--- src/sensor_frame_receiver_defines.svh ---
// Assertion macros used by the serial multiplier module.
`ifndef SENSOR_FRAME_RECEIVER_DEFINES_SVH
`define SENSOR_FRAME_RECEIVER_DEFINES_SVH

// Same-cycle implication, checked on every rising edge outside reset
`define SFR_ASSERT_NOW(lbl, ante, cons, msg) \
  lbl: assert property (@(posedge clk) disable iff (rst) (ante) |-> (cons)) else $error(msg);

// Next-cycle implication, checked on every rising edge outside reset
`define SFR_ASSERT_NEXT(lbl, ante, cons, msg) \
  lbl: assert property (@(posedge clk) disable iff (rst) (ante) |=> (cons)) else $error(msg);

`endif

--- src/sfr_pkg.sv ---
`default_nettype none

package sfr_pkg;

  localparam int BYTE_W = 8;
  localparam int MULT_W = 10;
  localparam int PPM_W  = 18;

  localparam logic [BYTE_W-1:0] START_BYTE = 8'hFF;
  localparam logic [BYTE_W-1:0] CMD_BYTE   = 8'h86;

  localparam logic [MULT_W-1:0] MULT_RESET = 10'd100;

  // Request from the frame parser to the serial multiplier
  typedef struct packed {
    logic              start;
    logic [BYTE_W-1:0] raw_high;
    logic [BYTE_W-1:0] raw_low;
  } sfr_launch_t;

endpackage

`default_nettype wire

--- src/sfr_parser.sv ---
`default_nettype none

module sfr_parser (
  input  logic                      clk,
  input  logic                      rst,
  input  logic                      byte_valid,
  input  logic [sfr_pkg::BYTE_W-1:0] rx_byte,
  input  logic                      mult_busy,
  output logic                      byte_ready,
  output sfr_pkg::sfr_launch_t      launch
);
  import sfr_pkg::*;

  typedef enum logic [3:0] {
    ST_IDLE   = 4'b0001,
    ST_HEADER = 4'b0010,
    ST_DATA   = 4'b0100,
    ST_CHECK  = 4'b1000
  } state_t;

  // Frame byte positions seen in the data phase
  localparam logic [2:0] POS_FIRST = 3'd2;
  localparam logic [2:0] POS_HIGH  = 3'd2;
  localparam logic [2:0] POS_LOW   = 3'd3;
  localparam logic [2:0] POS_LAST  = 3'd7;

  state_t            state, state_next;
  logic [2:0]        pos;
  logic [BYTE_W-1:0] sum;
  logic [BYTE_W-1:0] sum_next;
  logic [BYTE_W-1:0] hi_byte;
  logic [BYTE_W-1:0] lo_byte;

  // running byte sum over frame bytes 1..7; the check byte must cancel it
  assign sum_next = sum + rx_byte;

  // hunt / collect sequence, one step per item
  always_comb begin
    state_next = state;
    if (byte_valid) begin
      case (state)
        ST_IDLE:   state_next = (rx_byte == START_BYTE) ? ST_HEADER : ST_IDLE;
        ST_HEADER: state_next = (rx_byte == CMD_BYTE) ? ST_DATA : ST_IDLE;
        ST_DATA:   state_next = (pos == POS_LAST) ? ST_CHECK : ST_DATA;
        ST_CHECK:  state_next = ST_IDLE;
        default:   state_next = ST_IDLE;
      endcase
    end
  end

  always_ff @(posedge clk) begin
    if (rst) begin
      state <= ST_IDLE;
      pos   <= POS_FIRST;
    end else begin
      state <= state_next;
      if (byte_valid) begin
        if (state == ST_DATA) begin
          pos <= pos + 3'd1;
        end else begin
          pos <= POS_FIRST;
        end
      end
    end
  end

  // payload capture
  always_ff @(posedge clk) begin
    if (byte_valid) begin
      if (state == ST_HEADER) begin
        sum <= rx_byte;
      end else if (state == ST_DATA) begin
        sum <= sum_next;
        if (pos == POS_HIGH) begin
          hi_byte <= rx_byte;
        end
        if (pos == POS_LOW) begin
          lo_byte <= rx_byte;
        end
      end
    end
  end

  // the check byte waits while the multiplier still holds the last frame
  assign byte_ready = !(mult_busy && (state == ST_CHECK));

  assign launch.start    = byte_valid && (state == ST_CHECK) && (sum_next == '0);
  assign launch.raw_high = hi_byte;
  assign launch.raw_low  = lo_byte;

endmodule

`default_nettype wire

--- src/sfr_serial_mult.sv ---
`default_nettype none
`include "sensor_frame_receiver_defines.svh"

module sfr_serial_mult (
  input  logic                       clk,
  input  logic                       rst,
  input  sfr_pkg::sfr_launch_t       launch,
  input  logic [sfr_pkg::MULT_W-1:0] multiplier,
  input  logic                       take,
  output logic                       busy,
  output logic                       done,
  output logic [sfr_pkg::PPM_W-1:0]  ppm_value,
  output logic [sfr_pkg::BYTE_W-1:0] raw_high,
  output logic [sfr_pkg::BYTE_W-1:0] raw_low
);
  import sfr_pkg::*;

  localparam int CNT_W = $clog2(BYTE_W);
  localparam logic [CNT_W-1:0] CNT_LAST = CNT_W'(BYTE_W - 1);
  localparam logic [CNT_W-1:0] CNT_ONE  = CNT_W'(1);

  logic              running;
  logic [CNT_W-1:0]  cnt;
  logic [BYTE_W-1:0] mpr;
  logic [PPM_W-1:0]  mcand;
  logic [PPM_W-1:0]  acc;
  logic [BYTE_W-1:0] hi_dec;
  logic [BYTE_W-1:0] lo_dec;

  // BCD by arithmetic: tens nibble * 10 + units nibble, no digit check
  assign hi_dec = {1'b0, launch.raw_high[7:4], 3'b000}
                + {3'b000, launch.raw_high[7:4], 1'b0}
                + {4'b0000, launch.raw_high[3:0]};
  assign lo_dec = {1'b0, launch.raw_low[7:4], 3'b000}
                + {3'b000, launch.raw_low[7:4], 1'b0}
                + {4'b0000, launch.raw_low[3:0]};

  // control: run one bit per cycle, then hold the product until taken
  always_ff @(posedge clk) begin
    if (rst) begin
      running <= 1'b0;
      done    <= 1'b0;
      cnt     <= '0;
    end else begin
      if (launch.start) begin
        running <= 1'b1;
        cnt     <= '0;
      end else if (running) begin
        cnt <= cnt + CNT_ONE;
        if (cnt == CNT_LAST) begin
          running <= 1'b0;
          done    <= 1'b1;
        end
      end else if (take) begin
        done <= 1'b0;
      end
    end
  end

  // shift-add datapath, LSB of the decoded high byte first
  always_ff @(posedge clk) begin
    if (launch.start) begin
      mpr      <= hi_dec;
      mcand    <= PPM_W'(multiplier);
      acc      <= PPM_W'(lo_dec);
      raw_high <= launch.raw_high;
      raw_low  <= launch.raw_low;
    end else if (running) begin
      if (mpr[0]) begin
        acc <= acc + mcand;
      end
      mpr   <= mpr >> 1;
      mcand <= mcand << 1;
    end
  end

  assign busy      = running || done;
  assign ppm_value = acc;

  `SFR_ASSERT_NOW(a_start_idle, launch.start, !running && !done, "launch while multiplier busy")
  `SFR_ASSERT_NOW(a_run_xor_done, running, !done, "running and done together")
  `SFR_ASSERT_NEXT(a_start_runs, launch.start, running, "launch did not start the multiply")
  `SFR_ASSERT_NEXT(a_done_holds, done && !take, done && $stable(acc), "product lost before taken")

endmodule

`default_nettype wire

--- src/sensor_frame_receiver.sv ---
// Gas sensor reply parser. Each item is one received byte; the block hunts for
// 0xFF followed by 0x86, collects a nine-byte frame, and for a frame whose last
// byte cancels the byte sum of bytes 1..7 it emits one item carrying
// bcd(byte2) * ppm_multiplier + bcd(byte3) and the two raw bytes; bad frames
// are dropped without notice. Bytes are taken at one per cycle while in_ready
// is high. The checksum byte of a good frame starts a bit-serial shift-add
// multiply over the 8 bits of the decoded high byte; the product waits in the
// multiplier until the output register takes it, and the next frame's checksum
// byte is held off until then. Bytes that do not end a frame keep flowing while
// a result waits at the output. ppm_multiplier may be rewritten between frames
// through cfg_wr_en / cfg_wr_data (reset value 100).
`default_nettype none

module sensor_frame_receiver (
  input  logic                       clk,
  input  logic                       rst,
  input  logic                       cfg_wr_en,
  input  logic [sfr_pkg::MULT_W-1:0] cfg_wr_data,
  input  logic                       in_valid,
  output logic                       in_ready,
  input  logic [sfr_pkg::BYTE_W-1:0] rx_byte,
  output logic                       out_valid,
  input  logic                       out_ready,
  output logic [sfr_pkg::PPM_W-1:0]  ppm_value,
  output logic [sfr_pkg::BYTE_W-1:0] raw_high,
  output logic [sfr_pkg::BYTE_W-1:0] raw_low
);
  import sfr_pkg::*;

  logic [MULT_W-1:0] ppm_multiplier;
  logic              in_fire;
  logic              mult_busy;
  logic              mult_done;
  logic              mult_take;
  sfr_launch_t       launch;
  logic [PPM_W-1:0]  mult_ppm;
  logic [BYTE_W-1:0] mult_high;
  logic [BYTE_W-1:0] mult_low;

  // configuration register
  always_ff @(posedge clk) begin
    if (rst) begin
      ppm_multiplier <= MULT_RESET;
    end else if (cfg_wr_en) begin
      ppm_multiplier <= cfg_wr_data;
    end
  end

  assign in_fire = in_valid && in_ready;

  sfr_parser u_parser (
    .clk        (clk),
    .rst        (rst),
    .byte_valid (in_fire),
    .rx_byte    (rx_byte),
    .mult_busy  (mult_busy),
    .byte_ready (in_ready),
    .launch     (launch)
  );

  sfr_serial_mult u_mult (
    .clk        (clk),
    .rst        (rst),
    .launch     (launch),
    .multiplier (ppm_multiplier),
    .take       (mult_take),
    .busy       (mult_busy),
    .done       (mult_done),
    .ppm_value  (mult_ppm),
    .raw_high   (mult_high),
    .raw_low    (mult_low)
  );

  // output register: load a finished product when the slot is free
  assign mult_take = mult_done && (!out_valid || out_ready);

  always_ff @(posedge clk) begin
    if (rst) begin
      out_valid <= 1'b0;
    end else if (mult_take) begin
      out_valid <= 1'b1;
    end else if (out_ready) begin
      out_valid <= 1'b0;
    end
  end

  always_ff @(posedge clk) begin
    if (mult_take) begin
      ppm_value <= mult_ppm;
      raw_high  <= mult_high;
      raw_low   <= mult_low;
    end
  end

endmodule

`default_nettype wire

--- config.mk ---
export PLATFORM = sky130hd
export DESIGN_NAME = sensor_frame_receiver
export DESIGN_NICKNAME = d
export VERILOG_FILES = /design/src/sfr_pkg.sv /design/src/sfr_parser.sv /design/src/sfr_serial_mult.sv /design/src/sensor_frame_receiver.sv
export VERILOG_INCLUDE_DIRS = /design/src /design/src/src
export SDC_FILE = /design/constraint.sdc
export NUM_CORES = 1
export LEC_CHECK = 0
export BUFFER_PORTS_ARGS = -buffer_cell sky130_fd_sc_hd__buf_2
export CAP_MARGIN = 20
export CORE_UTILIZATION = 60
export CTS_CLUSTER_SIZE = 10
export DETAILED_ROUTE_END_ITERATION = 8
export HOLD_SLACK_MARGIN = 0.12
export PLACE_DENSITY = 0.84
export SYNTH_ARGS = -nofsm -noshare
export SYNTH_HDL_FRONTEND = slang
export SYNTH_HIERARCHICAL = 1
export SYNTH_SLANG_ARGS = --single-unit
export TNS_END_PERCENT = 10
--- constraint.sdc ---
create_clock -name clk -period 6.2 [get_ports clk]
set_input_delay 1.24 -clock clk [delete_from_list [all_inputs] [get_ports clk]]
set_output_delay 1.24 -clock clk [all_outputs]
set_load 0.005 [all_outputs]
==> qor.csv <==
metric,value,unit
area_growth,14.8,%
netlist_top_cells_area,"edfxtp_1 (44%), dfxtp_1 (12%), ha_1 (8.1%), mux2i_1 (2.9%), mux2_2 (2.8%)",
fp.dieW,109,um
dr.pass1.iters,4,
place_inst,736,
synth_cells,553,
cts_buffer_depth,2,
grtUsageTotal,0.246,
outcome,finished clean,
ir_worst_vdd,0.000164,V
gr-usage-met3,0.0524,
p_total,0.00210,W
register_area,3820,um^2
io_pins,59,
endpoint_kind,register,
final_cell_area,7830,um^2
syn_nets,626,
dpl.hpwl,9.50,mm
critPathKind,primary input to register,
grt_pass1_wl,21.6,mm
leakagePower,2.95,nW
ys_top_cells_by_count,"edfxtp_1 (100), ha_1 (44), dfxtp_1 (41), nor2_1 (39), nand2_1 (34)",
grt_overflow,0,
clock_skew,0.00954,ns
nNetsFinal,688,
maxCapViolations,0,
r2r_cells,13,
start_util,0.623,
grtUsageMet1,0.332,
rsz0062_at_grt,false,
seq_area_frac_synth,0.561,
grt_max_degree,44,
setup_tns,0,ns
ant_nets,0,
synth_top_area_frac,0.440,
drive_above_1_share,0.204,
finalNonFillerCells,768,
antenna_cells,0,
cts_max_level,4,
ys_ff_latch,141,
ys.flop_type,edfxtp_1,
r2r_setup_slack,2.54,ns
wl_per_cell,17.8,um
powerDensity,268,nW/um^2
clkTransAtPathRegs,0.06,ns
setup_viol,0,
clock_latency,0.42,ns
critPathMaxFanout,33,
clockRootBuffer,clkbuf_16,
first_iter_violations,317,
cts_resized,0,
synth_edf_count,100,
finalHoldViolations,0,
vias_per_cell,6.00,
placement.cell_area,7230,um^2
cts_hold_buf,0,
synthArstFlopShare,0,
arrival,4.62,ns
gp_congestion,0.935,
fill_cells,726,
cts_buffers,17,
rows,38,
hp-class,register to register,
period_share,0.698,
cp-start-kind,primary input,
worstMarginPinSlew,0.826,ns
cts.sinks,141,
grt_pass1_vias,4267,
required,6.50,ns
wl,13.6,mm
clock.fmax,231,MHz
yosys.area.top_type,edfxtp_1,
crit_start,rx_byte[0],
antenna_found_initial,0,
ys_types,69,
r2r-end,u_mult/ppm_value[17],
syn_area_per_cell,12.3,um^2
synth_area,6820,um^2
multi_input_area,2800,um^2
finalMaxSlewViolations,0,
coreArea,10900,um^2
cts_tree,done,
min_period,4.33,ns
yosys.cell_count.top_type,edfxtp_1,
critPathCapture,u_mult/ppm_value[17],
use_met2,0.397,
grt.busiest_layer,met2,
slew_headroom,0.447,
num_vias,4606,
final_core_util,0.716,
die_area,11800,um^2
cts_setup_buffers,0,
die_y,109,um
timing.rr.start,u_parser/sum[0],
io_buffers,58,
synth_warnings,6,
drc_errors,0,
==> report_power, final <==
part	internal, W	switching, W
logic	0.0000253	0.0000334
registers	0.00101	0.00000569
clock network	0.000633	0.000396
==> worst min-delay path by stage <==
stage / cells after the start / from / end
final: 0 / u_mult/raw_low[7] / raw_low[7]
after floorplan: 0 / u_mult/raw_high[0] / raw_high[0]
after CTS: 0 / u_mult/raw_low[1] / raw_low[1]
after global placement: 0 / u_mult/raw_low[6] / raw_low[6]
after global routing: 0 / u_mult/raw_low[1] / raw_low[1]
after detailed placement: 0 / u_mult/raw_low[1] / raw_low[1]
==> layout make-up <==
| cell class | instances | area share |
|---|---|---|
| tap | 140 | 0.0224 |
| inverter | 31 | 0.0149 |
| multi-input combinational | 364 | 0.358 |
| sequential | 141 | 0.488 |
| clock inverter | 14 | 0.0213 |
| timing repair buffer | 60 | 0.0406 |
| clock buffer | 18 | 0.0548 |
==> layout by cell type, fill, tap and decap left out, types with 17 or more instances in the layout <==
master	count
edfxtp_1	100
mux2_2	17
inv_1	30
nand2_1	34
mux2i_1	20
nor2_1	39
buf_2	58
ha_1	44
dfxtp_1	41
a21oi_1	28
o21ai_0	20
clkbuf_16	17
==> cells by family after synthesis <==
logic type      Yosys count  synth area share
mux                      38            0.0591
buf+inv                  48            0.0284
simple gates            144             0.114
compound gates          111             0.112
xor+xnor                 21            0.0270
flops                   141             0.561
fa+ha+maj                50            0.0984
==> through the flow <==
stage / hold WS (ns) / setup WS [ns]
2_1_floorplan: 0.400 / 1.76
3_3_place_gp: 0.402 / 1.64
3_5_place_dp: 0.405 / 1.53
4_1_cts: 0.418 / 1.95
5_1_grt: 0.429 / 1.65
6_report: 0.417 / 1.87
==> worst max-delay path, stage by stage <==
cell and delay (ns):
buf_2 0.14, ha_1 0.23, inv_1 0.07, fa_1 0.41, nor2b_1 0.16, o31a_1 0.17
nor4_1 0.06, a311oi_1 0.28, and4bb_2 0.78, inv_1 0.40, and3_1 0.32, o21ai_0 0.14
nand2_1 0.06, nand4b_1 0.15
==> state kept, by name, summed over array words and instances (netlist names) <==
| name | flops |
|---|---|
| ppm_value | 18 |
| u_mult/mcand | 18 |
| u_mult/ppm_value | 18 |
| ppm_multiplier | 10 |
| raw_high | 8 |
| raw_low | 8 |
| u_mult/mpr | 8 |
| u_mult/raw_high | 8 |
| u_mult/raw_low | 8 |
| u_parser/hi_byte | 8 |
| u_parser/lo_byte | 8 |
| u_parser/sum | 8 |
| u_parser/state | 4 |
| u_mult/cnt | 3 |
| u_parser/pos | 3 |
| out_valid | 1 |
| u_mult/done | 1 |
| u_mult/running | 1 |
==> layer usage <==
metal,vias up,routed length [um]
li1,2199,-
met1,2237,6180
met2,151,6540
met3,19,735
met4,0,177
met5,-,0
(Power assumes the default switching activity.)
